===== src/hw/rtl/c2t_pkg.sv =====
// Shared widths, character codes, mode, state and error codes of the CSV to TSV converter.
package c2t_pkg;

  // Width of the line and offset counters; they saturate at all ones.
  localparam int unsigned COUNT_BITS = 32;
  localparam int unsigned CHAR_W     = 21;
  localparam int unsigned CODE_W     = 4;
  localparam int unsigned REPORT_W   = 32;

  typedef logic [CHAR_W-1:0]     char_t;
  typedef logic [COUNT_BITS-1:0] count_t;

  // Characters of interest to the parser.
  localparam char_t CH_TAB   = 21'h00_0009;
  localparam char_t CH_LF    = 21'h00_000A;
  localparam char_t CH_CR    = 21'h00_000D;
  localparam char_t CH_SPACE = 21'h00_0020;
  localparam char_t CH_DQUOTE = 21'h00_0022;
  localparam char_t CH_COMMA = 21'h00_002C;
  localparam char_t CH_BSLASH = 21'h00_005C;
  localparam char_t CH_LET_N = 21'h00_006E;
  localparam char_t CH_LET_R = 21'h00_0072;
  localparam char_t CH_LET_T = 21'h00_0074;

  // Handling of data tabs, stray CRs in unquoted fields and newlines inside quoted fields.
  localparam logic [1:0] MODE_FAIL    = 2'd0;
  localparam logic [1:0] MODE_ESCAPE  = 2'd1;
  localparam logic [1:0] MODE_REPLACE = 2'd2;
  localparam logic [1:0] MODE_STRIP   = 2'd3;

  // Parser states.
  localparam logic [2:0] ST_OUTSIDE   = 3'd0;
  localparam logic [2:0] ST_QUOTED    = 3'd1;
  localparam logic [2:0] ST_QUOTE_SEEN = 3'd2;
  localparam logic [2:0] ST_UNQUOTED  = 3'd3;
  localparam logic [2:0] ST_UNQ_CR    = 3'd4;
  localparam logic [2:0] ST_BEFORE_NL = 3'd5;

  // Error codes.
  localparam logic [CODE_W-1:0] ERR_NONE         = 4'd0;
  localparam logic [CODE_W-1:0] ERR_TAB_DATA     = 4'd1;
  localparam logic [CODE_W-1:0] ERR_CR_DATA      = 4'd2;
  localparam logic [CODE_W-1:0] ERR_NL_DATA      = 4'd3;
  localparam logic [CODE_W-1:0] ERR_UNEXP_TAB    = 4'd4;
  localparam logic [CODE_W-1:0] ERR_UNEXP_BSLASH = 4'd5;
  localparam logic [CODE_W-1:0] ERR_UNEXP_QUOTE  = 4'd6;
  localparam logic [CODE_W-1:0] ERR_UNEXP_COMMA  = 4'd7;
  localparam logic [CODE_W-1:0] ERR_UNEXP_CR     = 4'd8;
  localparam logic [CODE_W-1:0] ERR_UNESC_QUOTE  = 4'd9;
  localparam logic [CODE_W-1:0] ERR_BAD_STATE    = 4'd10;
  localparam logic [CODE_W-1:0] ERR_UNTERM_QUOTE = 4'd11;

endpackage


===== src/hw/rtl/c2t_in_if.sv =====
// Input channel carrying one character or an end marker per beat.
interface c2t_in_if;
  import c2t_pkg::*;

  logic  valid;
  logic  ready;
  char_t char_code;
  logic  end_of_input;

  modport source (output valid, output char_code, output end_of_input, input ready);
  modport sink   (input valid, input char_code, input end_of_input, output ready);
endinterface


===== src/hw/rtl/c2t_out_if.sv =====
// Output channel carrying one converted character or one error report per beat.
interface c2t_out_if;
  import c2t_pkg::*;

  logic                valid;
  logic                ready;
  char_t               out_char;
  logic                error_flag;
  logic [CODE_W-1:0]   error_code;
  logic [REPORT_W-1:0] line_number;
  logic [REPORT_W-1:0] column_offset;
  logic                last_of_run;

  modport source (output valid, output out_char, output error_flag, output error_code,
                  output line_number, output column_offset, output last_of_run,
                  input ready);
  modport sink   (input valid, input out_char, input error_flag, input error_code,
                  input line_number, input column_offset, input last_of_run,
                  output ready);
endinterface


===== src/hw/rtl/csv_to_tsv_converter_core.sv =====
// CSV to tab-separated text converter: input register, parser step and result register.
//
// The converter takes one character code per input beat and turns CSV text into
// tab-separated text. Quotes are removed, a doubled quote inside a quoted field
// becomes one quote, a comma outside quotes becomes a tab and a CR directly before
// LF is dropped. Data tabs, unquoted stray CRs and quoted newlines are treated as
// the two-bit mode register says: fail, escape (backslash plus t, r or n, with every
// data backslash doubled), replace by a space, or strip. Each character gives zero
// to four output beats; the last beat of an input carries last_of_run. A fatal
// condition gives a single error beat with a code and the line and offset counts,
// after which characters are dropped until an end item arrives. An end item
// reports an unterminated quote if one is open and resets the parser and counters;
// the mode register keeps its value. The mode register should only be written while
// the converter is idle. An accepted beat is held in the input register until the
// result register is free; the parser step runs combinationally from there and loads
// the four-entry result register, which offers the output beats one by one.
// The result register sends one beat per cycle while out_o.ready is high, which sets
// the rate: inputs giving at most one result each stream at one per cycle. While a
// result waits on back-pressure, one further input beat is still taken into the
// input register. There is no reset sweep; the block is ready straight after reset.
module csv_to_tsv_converter_core (
  input  logic              clk_i,
  input  logic              rst_ni,
  input  logic              cfg_we_i,
  input  logic [1:0]        cfg_wdata_i,
  c2t_in_if.sink            in_i,
  c2t_out_if.source         out_o
);
  import c2t_pkg::*;

  // Up to four characters produced by one parser step.
  typedef struct packed {
    logic [3:0][CHAR_W-1:0] chars;
    logic [2:0]             cnt;
  } burst_t;

  function automatic burst_t put_ch(burst_t b, char_t c);
    burst_t r;
    r = b;
    if (b.cnt < 3'd4) begin
      r.chars[b.cnt[1:0]] = c;
      r.cnt               = b.cnt + 3'd1;
    end
    return r;
  endfunction

  // Output side of an invalid character in the non-failing modes.
  function automatic burst_t bad_put(burst_t b, logic [1:0] mode, char_t letter);
    burst_t r;
    r = b;
    unique case (mode)
      MODE_ESCAPE: begin
        r = put_ch(r, CH_BSLASH);
        r = put_ch(r, letter);
      end
      MODE_REPLACE: r = put_ch(r, CH_SPACE);
      default: r = b;
    endcase
    return r;
  endfunction

  // The first fatal condition of a step is the one reported.
  function automatic logic [CODE_W-1:0] first_err(logic [CODE_W-1:0] err,
                                                   logic [CODE_W-1:0] code);
    return (err != ERR_NONE) ? err : code;
  endfunction

  function automatic logic [CODE_W-1:0] bad_err(logic [CODE_W-1:0] err, logic [1:0] mode,
                                                 logic [CODE_W-1:0] code);
    return (mode == MODE_FAIL) ? first_err(err, code) : err;
  endfunction

  function automatic logic [REPORT_W-1:0] to_report(count_t v);
    logic [COUNT_BITS+REPORT_W-1:0] w;
    w = {{REPORT_W{1'b0}}, v};
    return w[REPORT_W-1:0];
  endfunction

  localparam count_t CountOne = count_t'(1);

  // Configuration and parser state.
  logic [1:0] mode_q;
  logic [2:0] state_q, state_d;
  count_t     line_q, line_d;
  count_t     off_q, off_d;
  logic       halted_q, halted_d;

  // Input register.
  logic  inq_valid_q;
  char_t inq_char_q;
  logic  inq_eoi_q;

  // Result register: either one error report or up to four characters.
  logic                   bq_valid_q, bq_valid_d;
  logic                   bq_err_q, bq_err_d;
  logic [CODE_W-1:0]      bq_code_q, bq_code_d;
  logic [REPORT_W-1:0]    bq_line_q, bq_line_d;
  logic [REPORT_W-1:0]    bq_off_q, bq_off_d;
  logic [3:0][CHAR_W-1:0] bq_chars_q, bq_chars_d;
  logic [1:0]             bq_last_q, bq_last_d;
  logic [1:0]             bq_idx_q;

  logic out_fire, bq_last_beat, advance, in_fire;

  assign out_fire     = out_o.valid && out_o.ready;
  assign bq_last_beat = bq_err_q || (bq_idx_q == bq_last_q);
  // The held item moves into the result register once the previous results are gone.
  assign advance      = inq_valid_q && (!bq_valid_q || (out_fire && bq_last_beat));
  assign in_i.ready   = !inq_valid_q || advance;
  assign in_fire      = in_i.valid && in_i.ready;

  // Parser step on the held item.
  always_comb begin
    logic [2:0]        s;
    logic [CODE_W-1:0] err;
    burst_t            b;
    logic              is_nl;
    char_t             ch;

    ch      = inq_char_q;
    s       = state_q;
    err     = ERR_NONE;
    b       = '0;
    is_nl   = (ch == CH_LF);

    state_d    = state_q;
    line_d     = line_q;
    off_d      = off_q;
    halted_d   = halted_q;
    bq_valid_d = 1'b0;
    bq_err_d   = 1'b0;
    bq_code_d  = ERR_NONE;
    bq_line_d  = '0;
    bq_off_d   = '0;
    bq_chars_d = '0;
    bq_last_d  = '0;

    if (is_nl) begin
      if (line_q != '1) begin
        line_d = line_q + CountOne;
      end
      off_d = '0;
    end else if (off_q != '1) begin
      off_d = off_q + CountOne;
    end

    if (s > ST_BEFORE_NL) begin
      err = first_err(err, ERR_BAD_STATE);
    end else if (ch == CH_TAB) begin
      if (s == ST_OUTSIDE || s == ST_QUOTED || s == ST_UNQUOTED) begin
        s   = (s == ST_QUOTED) ? ST_QUOTED : ST_UNQUOTED;
        err = bad_err(err, mode_q, ERR_TAB_DATA);
        b   = bad_put(b, mode_q, CH_LET_T);
      end else if (s == ST_UNQ_CR) begin
        s   = ST_UNQUOTED;
        err = bad_err(err, mode_q, ERR_CR_DATA);
        b   = bad_put(b, mode_q, CH_LET_R);
        err = bad_err(err, mode_q, ERR_TAB_DATA);
        b   = bad_put(b, mode_q, CH_LET_T);
      end else begin
        err = first_err(err, ERR_UNEXP_TAB);
      end
    end else if (ch == CH_BSLASH) begin
      if (s == ST_QUOTE_SEEN || s == ST_BEFORE_NL) begin
        err = first_err(err, ERR_UNEXP_BSLASH);
      end else begin
        if (s == ST_UNQ_CR) begin
          err = bad_err(err, mode_q, ERR_CR_DATA);
          b   = bad_put(b, mode_q, CH_LET_R);
        end
        if (s != ST_QUOTED) begin
          s = ST_UNQUOTED;
        end
        if (mode_q == MODE_ESCAPE) begin
          b = put_ch(b, CH_BSLASH);
        end
        b = put_ch(b, CH_BSLASH);
      end
    end else if (ch == CH_DQUOTE) begin
      if (s == ST_OUTSIDE) begin
        s = ST_QUOTED;
      end else if (s == ST_QUOTED) begin
        s = ST_QUOTE_SEEN;
      end else if (s == ST_QUOTE_SEEN) begin
        b = put_ch(b, CH_DQUOTE);
        s = ST_QUOTED;
      end else begin
        err = first_err(err, ERR_UNEXP_QUOTE);
      end
    end else if (ch == CH_COMMA) begin
      if (s == ST_QUOTED) begin
        b = put_ch(b, CH_COMMA);
      end else if (s == ST_BEFORE_NL) begin
        err = first_err(err, ERR_UNEXP_COMMA);
      end else begin
        if (s == ST_UNQ_CR) begin
          err = bad_err(err, mode_q, ERR_CR_DATA);
          b   = bad_put(b, mode_q, CH_LET_R);
        end
        b = put_ch(b, CH_TAB);
        s = ST_OUTSIDE;
      end
    end else if (is_nl) begin
      if (s == ST_QUOTED) begin
        err = bad_err(err, mode_q, ERR_NL_DATA);
        b   = bad_put(b, mode_q, CH_LET_N);
      end else begin
        b = put_ch(b, CH_LF);
        s = ST_OUTSIDE;
      end
    end else if (ch == CH_CR) begin
      if (s == ST_QUOTED) begin
        s = ST_QUOTED;
      end else if (s == ST_QUOTE_SEEN || s == ST_OUTSIDE) begin
        s = ST_BEFORE_NL;
      end else if (s == ST_UNQ_CR) begin
        err = bad_err(err, mode_q, ERR_CR_DATA);
        b   = bad_put(b, mode_q, CH_LET_R);
      end else if (s == ST_UNQUOTED) begin
        s = ST_UNQ_CR;
      end else begin
        err = first_err(err, ERR_UNEXP_CR);
      end
    end else begin
      if (s == ST_OUTSIDE || s == ST_QUOTED || s == ST_UNQUOTED) begin
        b = put_ch(b, ch);
        s = (s == ST_QUOTED) ? ST_QUOTED : ST_UNQUOTED;
      end else if (s == ST_QUOTE_SEEN) begin
        err = first_err(err, ERR_UNESC_QUOTE);
      end else if (s == ST_UNQ_CR) begin
        s   = ST_UNQUOTED;
        err = bad_err(err, mode_q, ERR_CR_DATA);
        b   = bad_put(b, mode_q, CH_LET_R);
        b   = put_ch(b, ch);
      end else begin
        err = first_err(err, ERR_BAD_STATE);
      end
    end

    if (inq_eoi_q) begin
      // End item: report an open quote, then start afresh.
      line_d   = CountOne;
      off_d    = '0;
      state_d  = ST_OUTSIDE;
      halted_d = 1'b0;
      if (!halted_q && state_q == ST_QUOTED) begin
        bq_valid_d = 1'b1;
        bq_err_d   = 1'b1;
        bq_code_d  = ERR_UNTERM_QUOTE;
        bq_line_d  = to_report(line_q);
        bq_off_d   = to_report(off_q);
      end
    end else if (halted_q) begin
      line_d = line_q;
      off_d  = off_q;
    end else if (err != ERR_NONE) begin
      halted_d   = 1'b1;
      bq_valid_d = 1'b1;
      bq_err_d   = 1'b1;
      bq_code_d  = err;
      bq_line_d  = to_report(line_d);
      bq_off_d   = to_report(off_d);
    end else begin
      state_d    = s;
      bq_valid_d = (b.cnt != 3'd0);
      bq_chars_d = b.chars;
      bq_last_d  = b.cnt[1:0] - 2'd1;
    end
  end

  always_ff @(posedge clk_i or negedge rst_ni) begin
    if (!rst_ni) begin
      mode_q      <= MODE_FAIL;
      state_q     <= ST_OUTSIDE;
      line_q      <= CountOne;
      off_q       <= '0;
      halted_q    <= 1'b0;
      inq_valid_q <= 1'b0;
      bq_valid_q  <= 1'b0;
      bq_idx_q    <= '0;
    end else begin
      if (cfg_we_i) begin
        mode_q <= cfg_wdata_i;
      end
      if (in_fire) begin
        inq_valid_q <= 1'b1;
      end else if (advance) begin
        inq_valid_q <= 1'b0;
      end
      if (advance) begin
        state_q    <= state_d;
        line_q     <= line_d;
        off_q      <= off_d;
        halted_q   <= halted_d;
        bq_valid_q <= bq_valid_d;
        bq_idx_q   <= '0;
      end else if (out_fire) begin
        if (bq_last_beat) begin
          bq_valid_q <= 1'b0;
          bq_idx_q   <= '0;
        end else begin
          bq_idx_q <= bq_idx_q + 2'd1;
        end
      end
    end
  end

  // Payload registers.
  always_ff @(posedge clk_i) begin
    if (in_fire) begin
      inq_char_q <= in_i.char_code;
      inq_eoi_q  <= in_i.end_of_input;
    end
    if (advance) begin
      bq_err_q   <= bq_err_d;
      bq_code_q  <= bq_code_d;
      bq_line_q  <= bq_line_d;
      bq_off_q   <= bq_off_d;
      bq_chars_q <= bq_chars_d;
      bq_last_q  <= bq_last_d;
    end
  end

  assign out_o.valid         = bq_valid_q;
  assign out_o.out_char      = bq_err_q ? '0 : bq_chars_q[bq_idx_q];
  assign out_o.error_flag    = bq_err_q;
  assign out_o.error_code    = bq_code_q;
  assign out_o.line_number   = bq_line_q;
  assign out_o.column_offset = bq_off_q;
  assign out_o.last_of_run   = bq_last_beat;

  // A pending parser error report means the parser is halted.
  a_err_halts: assert property (@(posedge clk_i) disable iff (!rst_ni)
    (bq_valid_q && bq_err_q && bq_code_q != ERR_UNTERM_QUOTE) |-> halted_q)
    else $error("error report pending while the parser is not halted");

  // The beat index never runs past the last loaded character.
  a_idx_bound: assert property (@(posedge clk_i) disable iff (!rst_ni)
    (bq_valid_q && !bq_err_q) |-> (bq_idx_q <= bq_last_q))
    else $error("result beat index beyond the loaded characters");

  // An error report is a single beat.
  a_err_single: assert property (@(posedge clk_i) disable iff (!rst_ni)
    (bq_valid_q && bq_err_q) |-> (bq_idx_q == 2'd0))
    else $error("error report spans more than one beat");

  // A halted parser only leaves its state on an end item.
  a_halt_hold: assert property (@(posedge clk_i) disable iff (!rst_ni)
    (halted_q && !(advance && inq_eoi_q)) |=> (state_q == $past(state_q) && halted_q))
    else $error("halted parser changed state without an end item");

endmodule

===== src/flat_wrapper.sv =====
// flat-port wrapper written by rule: the top's interface ports become plain ports
module csv_to_tsv_converter_core_flat import c2t_pkg::*;
  (clk_i, rst_ni, cfg_we_i, cfg_wdata_i, in_i_valid, in_i_char_code, in_i_end_of_input, in_i_ready, out_o_valid, out_o_out_char, out_o_error_flag, out_o_error_code, out_o_line_number, out_o_column_offset, out_o_last_of_run, out_o_ready);
  c2t_in_if in_i_i ();
  c2t_out_if out_o_i ();
  input  logic clk_i;
  input  logic rst_ni;
  input  logic cfg_we_i;
  input  logic [1:0] cfg_wdata_i;
  input wire logic [$bits(in_i_i.valid)-1:0] in_i_valid;
  input wire logic [$bits(in_i_i.char_code)-1:0] in_i_char_code;
  input wire logic [$bits(in_i_i.end_of_input)-1:0] in_i_end_of_input;
  output wire logic [$bits(in_i_i.ready)-1:0] in_i_ready;
  output wire logic [$bits(out_o_i.valid)-1:0] out_o_valid;
  output wire logic [$bits(out_o_i.out_char)-1:0] out_o_out_char;
  output wire logic [$bits(out_o_i.error_flag)-1:0] out_o_error_flag;
  output wire logic [$bits(out_o_i.error_code)-1:0] out_o_error_code;
  output wire logic [$bits(out_o_i.line_number)-1:0] out_o_line_number;
  output wire logic [$bits(out_o_i.column_offset)-1:0] out_o_column_offset;
  output wire logic [$bits(out_o_i.last_of_run)-1:0] out_o_last_of_run;
  input wire logic [$bits(out_o_i.ready)-1:0] out_o_ready;
  assign in_i_i.valid = in_i_valid;
  assign in_i_i.char_code = in_i_char_code;
  assign in_i_i.end_of_input = in_i_end_of_input;
  assign in_i_ready = in_i_i.ready;
  assign out_o_valid = out_o_i.valid;
  assign out_o_out_char = out_o_i.out_char;
  assign out_o_error_flag = out_o_i.error_flag;
  assign out_o_error_code = out_o_i.error_code;
  assign out_o_line_number = out_o_i.line_number;
  assign out_o_column_offset = out_o_i.column_offset;
  assign out_o_last_of_run = out_o_i.last_of_run;
  assign out_o_i.ready = out_o_ready;
  csv_to_tsv_converter_core u_core (.clk_i(clk_i), .rst_ni(rst_ni), .cfg_we_i(cfg_we_i), .cfg_wdata_i(cfg_wdata_i), .in_i(in_i_i), .out_o(out_o_i));
endmodule

===== config.mk =====
export PLATFORM = sky130hd
export DESIGN_NAME = csv_to_tsv_converter_core_flat
export DESIGN_NICKNAME = d
export VERILOG_FILES = /design/src/hw/rtl/c2t_pkg.sv /design/src/hw/rtl/c2t_in_if.sv /design/src/hw/rtl/c2t_out_if.sv /design/src/hw/rtl/csv_to_tsv_converter_core.sv /design/src/flat_wrapper.sv
export SDC_FILE = /design/constraint.sdc
export NUM_CORES = 1
export LEC_CHECK = 0
export BUFFER_PORTS_ARGS = -buffer_cell sky130_fd_sc_hd__buf_2
export CAP_MARGIN = 10
export CORE_MARGIN = 5
export CORE_UTILIZATION = 30
export CTS_CLUSTER_SIZE = 16
export DETAILED_ROUTE_END_ITERATION = 6
export PLACE_DENSITY_LB_ADDON = 0.1
export REMOVE_ABC_BUFFERS = 1
export SETUP_SLACK_MARGIN = 0.1
export SLEW_MARGIN = 10
export SYNTH_ARGS = -nofsm -noshare
export SYNTH_HDL_FRONTEND = slang
export SYNTH_SLANG_ARGS = --single-unit

===== constraint.sdc =====
create_clock -name clk_i -period 8.5 [get_ports clk_i]
set_clock_uncertainty 0.15 [all_clocks]
set_input_delay 0.85 -clock clk_i [delete_from_list [all_inputs] [get_ports clk_i]]
set_output_delay 0.85 -clock clk_i [all_outputs]
set_load 0.02 [all_outputs]

======== Word-level counts from Yosys, hierarchy flattened ========
Index checks and enable logic that the tools add are counted.
storage, ports and cells
  flip-flop bits (word level) ............. 251
  input bits .............................. 29
cells by class
  add/sub/neg operators ................... 17
  magnitude comparators ................... 41
  eq/ne operators ......................... 29
  muxes and demuxes ....................... 248
  bitwise logic cells ..................... 39
  reductions and logical operators ........ 41
operators with widths
  operator                 count
  $mux W87                 71
  $pmux W87 S2             8
  $mux W24                 44
  $not A68 Y68             10
  $demux W21 S2            13
  $mux W32                 16
  $and A17 B68 Y68         6
  $mux W21                 15
  $and A68 B68 Y68         4
  $mux W4                  28
  $or A4 B16 Y16           6
  $bwmux W84               1
  $mux W3                  28
  $and A80 B80 Y80         1
  $not A80 Y80             1
  $and A76 B76 Y76         1
  $not A76 Y76             1
  $add A32 B1 Y32 const B  2
  $and A16 B64 Y64         1
  $ne A32 B32 Y1 const B   2
  $not A64 Y64             1
  $or A16 B16 Y16          4
  $eq A21 B4 Y1 const B    3
  $bmux W21 S2             1
  other kinds (44)         147

======== Depth between registers and ports, before layout ========
Gate-level depths: netlist of run 1.
  depth after elaboration ................. 51
  depth in mapped cells ................... 16

======== Worst setup path before layout of run 1 ========
Ideal clock, no wire load.
  kind .................................... reg2reg
  from .................................... register u_core.bq_idx_q[0]
  to ...................................... register u_core.state_q[0]
  setup time .............................. 0.312 ns
  data arrival time ....................... 5.883 ns
  data required time ...................... 8.038 ns
  path slack .............................. 2.155 ns
  cell stages (with the launch flop) ...... 13
  clock period less this slack ............ 6.345 ns
  path through ............................ dfrtp_1 > clkbuf_1 > xnor2_1 > a21oi_1 > inv_1 > nand2_1 > nand2_1 > nand2_1 > inv_1 > o21ai_0 > clkbuf_1 > a2111oi_0 > a221oi_1
between the ends
  longest elaborated chain between the ends .. 6
RTL lines
  what                                 RTL line                          source
  start: declaration                   csv_to_tsv_converter_core.sv:101  logic [1:0] bq_idx_q;
  start signal: assignment             csv_to_tsv_converter_core.sv:302  bq_idx_q <= bq_idx_q + 2'd1;
  $eq A2 B2 Y1                         csv_to_tsv_converter_core.sv:106  assign bq_last_beat = bq_err_q || (bq_idx_q == bq_last_q);
  $logic_or A1 B1 Y1                   csv_to_tsv_converter_core.sv:106
  via out_o_last_of_run                flat_wrapper.sv:20                output wire logic [$bits(out_o_i.last_of_run)-1:0] out_o_last_of_run;
  $logic_and A1 B1 Y1                  csv_to_tsv_converter_core.sv:108  assign advance = inq_valid_q && (!bq_valid_q || (out_fire && bq_last_beat));
  $logic_or A1 B1 Y1                   csv_to_tsv_converter_core.sv:108
  $logic_and A1 B1 Y1                  csv_to_tsv_converter_core.sv:108
  via u_core.advance                   csv_to_tsv_converter_core.sv:103  logic out_fire, bq_last_beat, advance, in_fire;
  $reduce_and A13 Y1 (no source line)  --
  end signal: assignment               csv_to_tsv_converter_core.sv:291  state_q <= state_d;
  end: declaration                     csv_to_tsv_converter_core.sv:83   logic [2:0] state_q, state_d;
The timed path passes the listed nets, and every way through them passes these cells.
A chain may end at the register's enable or synchronous reset.

======== Worst setup path after layout of run 1 ========
  from .................................... register u_core.inq_char_q[18]
  to ...................................... register u_core.bq_chars_q[23] (netlist bit) (data pin)
between the ends
  longest elaborated chain between the ends .. 10
RTL lines
  what                               RTL line                          source
  start: declaration                 csv_to_tsv_converter_core.sv:90   char_t inq_char_q;
  start signal: assignment           csv_to_tsv_converter_core.sv:311  inq_char_q <= in_i.char_code;
  $eq A21 B4 Y1                      csv_to_tsv_converter_core.sv:211  end else if (ch == CH_CR) begin
  $mux W4                            csv_to_tsv_converter_core.sv:211
  $mux W4                            csv_to_tsv_converter_core.sv:203  end else if (is_nl) begin
  $mux W4                            csv_to_tsv_converter_core.sv:190  end else if (ch == CH_COMMA) begin
  $mux W4                            csv_to_tsv_converter_core.sv:179  end else if (ch == CH_DQUOTE) begin
  $mux W4                            csv_to_tsv_converter_core.sv:163  end else if (ch == CH_BSLASH) begin
  $mux W4                            csv_to_tsv_converter_core.sv:149  end else if (ch == CH_TAB) begin
  $mux W4                            csv_to_tsv_converter_core.sv:147  if (s > ST_BEFORE_NL) begin
  $reduce_bool A4 Y1                 csv_to_tsv_converter_core.sv:256  end else if (err != ERR_NONE) begin
  $reduce_or A4 Y1 (no source line)  --
  end signal: assignment             csv_to_tsv_converter_core.sv:319  bq_chars_q <= bq_chars_d;
  end: declaration                   csv_to_tsv_converter_core.sv:99   logic [3:0][CHAR_W-1:0] bq_chars_q, bq_chars_d;
Parallel ways exist; a longest one is shown, timed or not.

==> results of run 1 <==
-- synth_stat cells (5+ instances only) --
master	number
edfxtp_1	177
nand2_1	161
o21ai_0	99
a21oi_1	95
nand3_1	82
nor2_1	79
and3_1	75
dfrtp_1	73
clkbuf_1	70
nor3_1	46
o31ai_1	44
nor2b_1	33
mux2i_1	26
a22o_1	25
inv_1	22
mux4_2	21
nand4_1	21
a21o_1	17
buf_2	16
ha_1	16
and2_1	15
a31oi_1	14
or3_1	14
nor4_1	10
xnor2_1	9
a211oi_1	8
a22oi_1	8
buf_4	7
o22ai_1	7
o311ai_0	7
buf_1	6
nand2b_1	6
o211ai_1	6
or2_2	6
and4_1	5
-- routing by layer --
metal / wire length [um] / track usage, %
met1: 20920 / 24.61
met2: 20600 / 26.92
met3: 2590 / 2.874
met4: 1002 / 4.444
met5: 0 / 0
-- flip-flops by register name, summed over array words and instances (netlist names), 2 cells and up --
| signal | flops |
|---|---|
| u_core.bq_chars_q | 84 |
| u_core.line_q | 32 |
| u_core.off_q | 32 |
| u_core.out_o.column_offset | 32 |
| u_core.out_o.line_number | 32 |
| u_core.inq_char_q | 21 |
| u_core.out_o.error_code | 4 |
| u_core.state_q | 3 |
| u_core.bq_idx_q | 2 |
| u_core.bq_last_q | 2 |
| u_core.mode_q | 2 |
-- power by group through the flow --
stage	Sequential (uW)	Combinational (uW)	Clock (uW)
5_1_grt	1830	1520	1370
4_1_cts	1810	1430	1330
3_5_place_dp	1830	1430	0
3_3_place_gp	1820	1420	0
2_1_floorplan	1960	730	0
6_report	1800	1390	1280
-- worst max path at each step --
stage / start / cells after the start / slack [ns] / to
5_1_grt: u_core.inq_char_q[17]$_DFFE_PP_ / 9 / 3.41 / u_core.bq_chars_q[26]$_SDFFCE_PP0P_
4_1_cts: u_core.inq_char_q[18]$_DFFE_PP_ / 9 / 3.78 / u_core.bq_chars_q[26]$_SDFFCE_PP0P_
2_1_floorplan: u_core.bq_idx_q[0]$_DFFE_PN0P_ / 10 / -1.35 / u_core.off_q[1]$_DFFE_PN0P_
6_report: u_core.inq_char_q[18]$_DFFE_PP_ / 9 / 3.81 / u_core.bq_chars_q[23]$_SDFFCE_PP0P_
3_5_place_dp: u_core.inq_char_q[17]$_DFFE_PP_ / 9 / 3.82 / u_core.bq_chars_q[26]$_SDFFCE_PP0P_
3_3_place_gp: u_core.inq_char_q[17]$_DFFE_PP_ / 9 / 3.94 / u_core.bq_chars_q[5]$_SDFFCE_PP0P_
-- layout by cell type, fill, tap and decap left out, types with 6 or more instances in the layout --
cell	Yosys	final
a211oi_1	8	8
a21o_1	17	17
a21oi_1	95	94
a22o_1	25	25
a22oi_1	8	8
a31oi_1	14	14
and2_1	15	15
and3_1	75	74
buf_2	16	120
buf_4	7	20
clkbuf_16	0	30
clkinv_1	2	8
clkinv_2	0	10
dfrtp_1	73	73
edfxtp_1	177	177
ha_1	16	16
inv_1	22	21
mux2i_1	26	26
mux4_2	21	21
nand2_1	161	161
nand2b_1	6	6
nand3_1	82	82
nand4_1	21	21
nor2_1	79	78
nor2b_1	33	33
nor3_1	46	44
nor3_2	4	6
nor4_1	10	10
o211ai_1	6	6
o21ai_0	99	98
o22ai_1	7	7
o311ai_0	7	7
o31ai_1	44	44
or2_2	6	6
or3_1	14	14
xnor2_1	9	9
-- cell families after synthesis --
group,share of synthesized area [%]
and+or+nand+nor,21.71
buffers and inverters,3.699
xor gates and xnor gates,0.6240
AOI/OAI and AO/OA,16.25
adders and majority gates,1.426
muxes,5.223
DFF,51.07
-- worst max-delay path: stages, from the launching register on --
cell and delay (ns):
edfxtp_1 0.43, nor3_1 0.58, nand3_4 0.31, nor4_1 0.85, nor2_1 0.18, o21ai_0 0.15
and3b_1 0.41, and2_1 0.39, nand2_1 0.58, nor3_1 0.42
-- per-stage QoR --
step           util, %  instances  setup TNS, ns  worst slack [ns]  power, uW
4_1_cts          34.76       2095              0             3.777       4559
3_3_place_gp     32.66       2040              0             3.940       3244
3_5_place_dp     32.66       2040              0             3.816       3252
2_1_floorplan        -       1293         -53.96            -1.350       2690
5_1_grt          34.76       2095              0             3.413       4726
6_report         34.76       2095              0             3.810       4479
-- cell type report --
| cell class | instances | area, um2 | area share [%] |
|---|---|---|---|
| Inverter | 24 | 95.09 | 0.5889 |
| Clock inverter | 25 | 221.5 | 1.372 |
| Multi-Input combinational cell | 1018 | 6401 | 39.64 |
| Sequential cell | 251 | 7168 | 44.39 |
| Clock buffer | 30 | 750.7 | 4.649 |
| Timing Repair Buffer | 140 | 750.7 | 4.649 |
| Tap cell | 607 | 759.5 | 4.704 |
==> flow_metrics.tcl, run 1 <==
set metrics [dict create \
    io_buffers 121 \
    antenna_found_initial 0 \
    startpoint_type "register" \
    viasPerCell 5.446 \
    dieWidth_um 226.3 \
    rsz0062_at_grt "no" \
    grt_max_degree 101 \
    synth_cell_types 78 \
    postCtsSetupBuffers 0 \
    place_area_um2 15170 \
    ys_warn_count 0 \
    drv_cap 0 \
    initial_utilization_pct 30.22 \
    drt-initial-drc-count 886 \
    areaGrowthSynthToFinish_pct 15.03 \
    tightest_slew_ns 1.178 \
    crit_type "reg -> reg" \
    insertedDiodeCount 0 \
    rr_worst_depth 9 \
    fin_hold_ws_ns 0.01695 \
    cp-end-kind "register" \
    drcViolationCount 2 \
    wl_per_cell_um 21.54 \
    netlist.area_leader.share_pct 37.86 \
    cts_made_buffers 30 \
    root_buffer "clkbuf_16" \
    place_hpwl_um 29330 \
    ant_nets 0 \
    power_switching_uw 1670 \
    ctsResizeCount 0 \
    yosysSeqAreaShare_pct 51.07 \
    vias 11410 \
    regToRegSetupSlack_ns 3.81 \
    syn_area_um2 14040 \
    irDropWorstVdd_v 0.0001901 \
    setup_violations 0 \
    grt_pass1_vias 11210 \
    fin_crit_ns 4.690 \
    rr_startpoint "u_core.inq_char_q[18]$_DFFE_PP_" \
    finalHoldViolations 0 \
    pin_count 122 \
    fp.coreArea_um2 46460 \
    p_sw_share_pct 37.30 \
    yosys.area.top_type "edfxtp_1" \
    fp-row-count 79 \
    clkPwrFrac_pct 28.7 \
    cts_tree "yes" \
    final_area_um2 16150 \
    required_ns 8.72 \
    ys_ff_latch 251 \
    synthTopCellsByArea "edfxtp_1 (38%), dfrtp_1 (13%), nand2_1 (4.3%)" \
    p_per_area_nw_per_um2 277.4 \
    drtPass1Iterations 7 \
    path_max_fanout 24 \
    violations "DRC" \
    layout-drive-gt1-share_pct 16.47 \
    fp.dieH_um 226.3 \
    drt-total-wl_um 45120 \
    grt_pass1_wl_um 69330 \
    min_path_type "in -> async" \
    num-fill-cells 4751 \
    clockBufferDepth 3 \
    final-max-slew-violation-count 0 \
    async_flop_share_pct 29.48 \
    path_clk_slew_ns 0.06 \
    synth_cells 1393 \
    clk_latency_ns 0.57 \
    nets 1510 \
    cts_sinks 251 \
    min_period_over_period_pct 55.18 \
    synth_edf_count 177 \
    p_seq_share_pct 40.2 \
    regToRegEndpoint "u_core.bq_chars_q[23]$_SDFFCE_PP0P_" \
    worstPathArrival_ns 4.91 \
    p_leak_uw 0.006114 \
    die-area_um2 51220 \
    power_frac_comb_pct 31.1 \
    slew-limit-headroom_pct 21.18 \
    gr-usage-all-layers_pct 17.09 \
    grt_overflow 0 \
    status "finished, violations left" \
    cts.htree.levels 1 \
    intPower_uw 2808 \
    avgSynthCellArea_um2 10.08 \
    place_congestion 0.9231 \
    synth_top_flop_cell "edfxtp_1" \
    fmax_ghz 0.2132 \
    cts_hold_buf 0 \
]
Power figures use the tool's default switching activity.
==> run 2, diff against run 1 <==
==> constraint.sdc (replaced) <==
create_clock -name clk_i -period 3.79 [get_ports clk_i]
set_clock_uncertainty 0.15 [all_clocks]
set_input_delay 0.379 -clock clk_i [delete_from_list [all_inputs] [get_ports clk_i]]
set_output_delay 0.379 -clock clk_i [all_outputs]
set_load 0.02 [all_outputs]
==> run 2 against run 1 <==
Compared with the run above: global-route usage is 0.69 points higher; maximum frequency is 33% higher; wire length is 4.1% higher; die area stayed put; critical endpoint is now u_core.out_o.column_offset[21]$_DFFE_PP_; clock power is 130% higher; the flow now finishes without violations; combinational power grew to 2.6 times the previous value; core utilization is 3.0 points higher.
==> flow_metrics.tcl, run 2 (synthesized netlist as in run 1, its figures left out) <==
set metrics [dict create \
    drcViolationCount 0 \
    slew-limit-headroom_pct 35.39 \
    root_buffer "clkbuf_16" \
    io_buffers 121 \
    cpPeakStageDelay_ns 0.48 \
    final_cell_mix "edfxtp_1 (177), nand2_1 (161), buf_4 (130)" \
    setup_violations 0 \
    cts_tree "yes" \
    final-max-slew-violation-count 0 \
    areaGrowthSynthToFinish_pct 24.95 \
    gr-usage-all-layers_pct 17.78 \
    drt-total-wl_um 46950 \
    p_per_area_nw_per_um2 599.9 \
    path_cells "nor4_4 > nand3_4 > buf_4 > nor4_4 > o41ai_1 > a21oi_1 > and3b_2 > a211o_1 > buf_12 > o311ai_0" \
    rr_worst_depth 10 \
    status "completed" \
    drv_cap 0 \
    viasPerCell 5.342 \
    worstPathArrival_ns 3.71 \
    die-area_um2 51220 \
    path_clk_slew_ns 0.06 \
    grt_pass1_wl_um 71650 \
    cts_made_buffers 31 \
    cpMostUsedCell "nor4_4" \
    clk_latency_ns 0.58 \
    initial_utilization_pct 30.22 \
    place_hpwl_um 32210 \
    critPathSlowestCell "edfxtp_1" \
    cp_num_buf_inv 2 \
    path_max_fanout 20 \
    clockBufferDepth 3 \
    mostFrequentLayoutCell "edfxtp_1" \
    layout-drive-gt1-share_pct 22.67 \
    wl_per_cell_um 20.88 \
    place_congestion 0.8946 \
    regToRegSetupSlack_ns 0.26 \
    fin_crit_ns 3.534 \
    min_path_type "in -> async" \
    insertedDiodeCount 0 \
    drt-initial-drc-count 871 \
    grt_overflow 0 \
    drtPass1Iterations 5 \
    rsz0062_at_grt "no" \
    cp-end-kind "register" \
    cts_sinks 251 \
    fp-row-count 79 \
    regToRegEndpoint "u_core.out_o.column_offset[21]$_DFFE_PP_" \
    tightest_slew_ns 0.9691 \
    final_util_pct 37.75 \
    startpoint_type "register" \
    rr_startpoint "u_core.inq_char_q[20]$_DFFE_PP_" \
    grt_max_degree 159 \
    nets 1661 \
    crit_family "simple AND/OR/NAND/NOR gates" \
    crit_type "reg -> reg" \
    p_leak_uw 0.006885 \
    required_ns 3.97 \
    cts.htree.levels 1 \
    num-fill-cells 4713 \
    pin_count 122 \
    min_period_over_period_pct 93.24 \
    irDropWorstVdd_v 0.0003601 \
    largest_reg_flops 84 \
    dieWidth_um 226.3 \
    ant_nets 0 \
    vias 12010 \
    fp.coreArea_um2 46460 \
    fmax_ghz 0.2830 \
    antenna_found_initial 0 \
    finalHoldViolations 0 \
    grt_pass1_vias 11790 \
    top_register "u_core.bq_chars_q" \
    fp.dieH_um 226.3 \
    fin_hold_ws_ns 0.1555 \
]
[run 2: changes by cell type in the layout (fill, tap and decap cells not counted), sizes merged]
cell / change
dlygate4sd3: +31
bufinv: -1
buf: +119
clkbuf: +13
inv: +1
clkinv: -10
[run 2: repair_timing]
item	CTS	global route
endpoints found under the hold margin	54	0
pin swaps	1	4
hold buffers	31	0
buffers inserted	2	11
setup endpoints to repair	9	81
resized for setup	3	16
[run 2: layout make-up]
cell class | count | area, um2 | area share (%)
Tap cell | 607 | 759.5 | 4.330
Sequential cell | 251 | 7168 | 40.87
Timing Repair Buffer | 290 | 2058 | 11.73
Inverter | 24 | 95.09 | 0.5422
Clock buffer | 43 | 850.8 | 4.851
Multi-Input combinational cell | 1018 | 6454 | 36.80
Clock inverter | 15 | 153.9 | 0.8774
[run 2: report_power, final]
group	total [uW]	leakage (uW)	internal (uW)	switching, uW
Sequential	4000	0.00279	3700	301
Clock	2910	0.000484	1710	1200
Combinational	3610	0.00361	1280	2320
[run 2: worst max-delay path by stage]
stage,startpoint,endpoint,slack (ns),cells after the start
5_1_grt,u_core.inq_char_q[20]$_DFFE_PP_,u_core.out_o.line_number[22]$_DFFE_PP_,0.1,13
4_1_cts,u_core.inq_char_q[7]$_DFFE_PP_,u_core.out_o.column_offset[9]$_DFFE_PP_,0.13,10
3_5_place_dp,u_core.inq_char_q[9]$_DFFE_PP_,u_core.bq_chars_q[5]$_SDFFCE_PP0P_,0.03,11
3_3_place_gp,u_core.inq_char_q[7]$_DFFE_PP_,u_core.out_o.column_offset[6]$_DFFE_PP_,0.02,10
2_1_floorplan,u_core.bq_idx_q[0]$_DFFE_PN0P_,u_core.off_q[1]$_DFFE_PN0P_,-6.06,10
6_report,u_core.inq_char_q[20]$_DFFE_PP_,u_core.out_o.column_offset[21]$_DFFE_PP_,0.26,10
[run 2: per-layer routing]
metal	part of all wire, %	track usage, %
met2	48	29.26
met4	2.1	4.153
met3	4.0	2.149
met5	0	0
met1	46	25.26
[run 2: per-stage QoR]
| step | cells | cell area (um2) | setup TNS [ns] | setup WS, ns | power [uW] |
|---|---|---|---|---|---|
| after global routing | 2248 | 17540 | 0 | 0.09992 | 11110 |
| after global placement | 2146 | 16060 | 0 | 0.01827 | 7652 |
| after detailed placement | 2146 | 16060 | 0 | 0.02707 | 7661 |
| after floorplan | 1293 | 13610 | -637.19 | -6.060 | 6034 |
| final | 2248 | 17540 | 0 | 0.2563 | 10520 |
| after CTS | 2237 | 17390 | 0 | 0.1320 | 10670 |
==> run 3, diff against run 2 <==
--- a/config.mk
+++ b/config.mk
@@ -7,7 +7,7 @@
 export LEC_CHECK = 0
 export BUFFER_PORTS_ARGS = -buffer_cell sky130_fd_sc_hd__buf_2
 export CAP_MARGIN = 10
-export CORE_MARGIN = 5
+export CORE_MARGIN = 3
 export CORE_UTILIZATION = 30
 export CTS_CLUSTER_SIZE = 16
 export DETAILED_ROUTE_END_ITERATION = 6
==> constraint.sdc (replaced) <==
create_clock -name clk_i -period 3.79 [get_ports clk_i]
set_clock_uncertainty 0.15 [all_clocks]
set_input_delay 0.758 -clock clk_i [delete_from_list [all_inputs] [get_ports clk_i]]
set_output_delay 0.758 -clock clk_i [all_outputs]
set_load 0.02 [all_outputs]
==> run 3 against run 2 <==
Compared with the run above: non-clock buffer count is 59 lower; cell count down 3.2%; global-route usage is 0.63 points higher; hold slack got worse by 0.15 ns; sequential share of layout area rose by 1.5 points; clock power decreased by 4%; count of clock-buffer cells in the layout shrank 5.
==> flow_metrics.tcl, run 3 (synthesized netlist as in run 1, its figures left out) <==
set metrics [dict create \
    status "completed" \
    min_period_over_period_pct 92.03 \
    multi_input_area_um2 6417 \
    final_cells 2177 \
    irDropWorstVdd_v 0.0003696 \
    dp_cells 2117 \
    fin_total_pwr_uw 10310 \
    required_ns 3.97 \
    drt-initial-drc-count 827 \
    grt_pass1_wl_um 71930 \
    initial_utilization_pct 30.67 \
    regToRegSetupSlack_ns 0.30 \
    fmax_ghz 0.2867 \
    drv_cap 0 \
    gr-usage-all-layers_pct 18.41 \
    ant_nets 0 \
    path_max_fanout 29 \
    root_buffer "clkbuf_16" \
    cts_made_buffers 29 \
    place_congestion 0.9078 \
    insertedDiodeCount 0 \
    clk_latency_ns 0.58 \
    mostFrequentLayoutCell "edfxtp_1" \
    wl_per_cell_um 21.40 \
    nets 1600 \
    cts.htree.levels 1 \
    cts_tree "yes" \
    fin_crit_ns 3.488 \
    cts_sinks 251 \
    startpoint_type "register" \
    drcViolationCount 0 \
    final_cell_mix "edfxtp_1 (177), nand2_1 (161), buf_2 (120)" \
    clockBufferDepth 3 \
    tightest_slew_ns 1.089 \
    place_hpwl_um 31570 \
    worst_slack_ns 0.3019 \
    rsz0062_at_grt "no" \
    worstPathArrival_ns 3.67 \
    grt_pass1_vias 11540 \
    pin_count 122 \
    areaGrowthSynthToFinish_pct 20.43 \
    min_path_type "in -> async" \
    crit_type "reg -> reg" \
    cp-end-kind "register" \
    fp.coreArea_um2 45770 \
    final_util_pct 36.93 \
    die-area_um2 49420 \
    dp_slack_ns 0.1423 \
    p_leak_uw 0.006562 \
    top_register "u_core.bq_chars_q" \
    vias 11640 \
    antenna_found_initial 0 \
    grt_overflow 0 \
    fp-row-count 78 \
    dieWidth_um 222.3 \
    drtPass1Iterations 5 \
    setup_violations 0 \
    regArea_um2 7169 \
    final-max-slew-violation-count 0 \
    largest_reg_flops 84 \
    path_clk_slew_ns 0.06 \
    slew-limit-headroom_pct 27.38 \
    viasPerCell 5.348 \
    p_per_area_nw_per_um2 609.9 \
    layout-drive-gt1-share_pct 20.93 \
    io_buffers 121 \
    finalHoldViolations 0 \
    num-fill-cells 4657 \
    fp.dieH_um 222.3 \
    grt_max_degree 159 \
    drt-total-wl_um 46590 \
]
[run 3: cell type report]
class	count	share of cell area (%)
clock inverters	15	0.9474
multi-input cells	1018	37.96
flip-flops and latches	251	42.41
inverters	24	0.5625
repair buffers	231	9.185
clock buffers	38	4.493
well taps	600	4.441
[run 3: per-layer routing]
layer,track usage (%),up-vias,wire length [um]
li1,-,5592,-
met1,25.47,5725,21370
met2,30.76,283,22420
met3,2.193,42,1951
met4,4.706,0,849
met5,0,-,0
[run 3: worst max-delay path, cell delays in order (launching register included)]
cell and delay, ns:
edfxtp_1 0.44, nor4_4 0.40, and3_2 0.32, buf_4 0.17, nand3_1 0.28, nor2_1 0.20
o31ai_1 0.11, a21boi_2 0.31, a211o_1 0.22, buf_12 0.20, o21ai_0 0.14, a22o_1 0.28
[run 3: path summary, 6_finish.rpt]
path,cells past startpoint,end,from
setup reg to reg,11,u_core.out_o.column_offset[0]$_DFFE_PP_,u_core.inq_char_q[14]$_DFFE_PP_
min in group clk_i,1,u_core.inq_char_q[8]$_DFFE_PP_,in_i_char_code[8]
setup / recovery,11,u_core.out_o.column_offset[0]$_DFFE_PP_,u_core.inq_char_q[14]$_DFFE_PP_
hold / removal,1,u_core.line_q[16]$_DFFE_PN0P_,rst_ni
hold reg to reg,1,u_core.line_q[24]$_DFFE_PN0P_,u_core.line_q[24]$_DFFE_PN0P_
max in group asynchronous,2,u_core.line_q[0]$_DFFE_PN1P_,rst_ni
[run 3: what timing repair did]
action / CTS / global route
setup endpoints to repair: 0 / 153
setup buffers: 0 / 6
gates resized for setup: 0 / 10
endpoints found under the hold margin: 0 / 0
hold buffers: 0 / 0
[run 3: through the flow]
stage	setup TNS, ns	hold WS (ns)	area (um2)
floorplan	-637.19	0.3124	13610
global placement	0	0.3659	15890
detailed placement	0	0.3819	15890
CTS	0	0.001015	16810
global route	0	0.01367	16910
finish	0	0.004291	16910
[run 3: report_power, final]
group,switching (uW),internal (uW)
clock network,1160,1610
registers,312,3700
logic,2290,1230
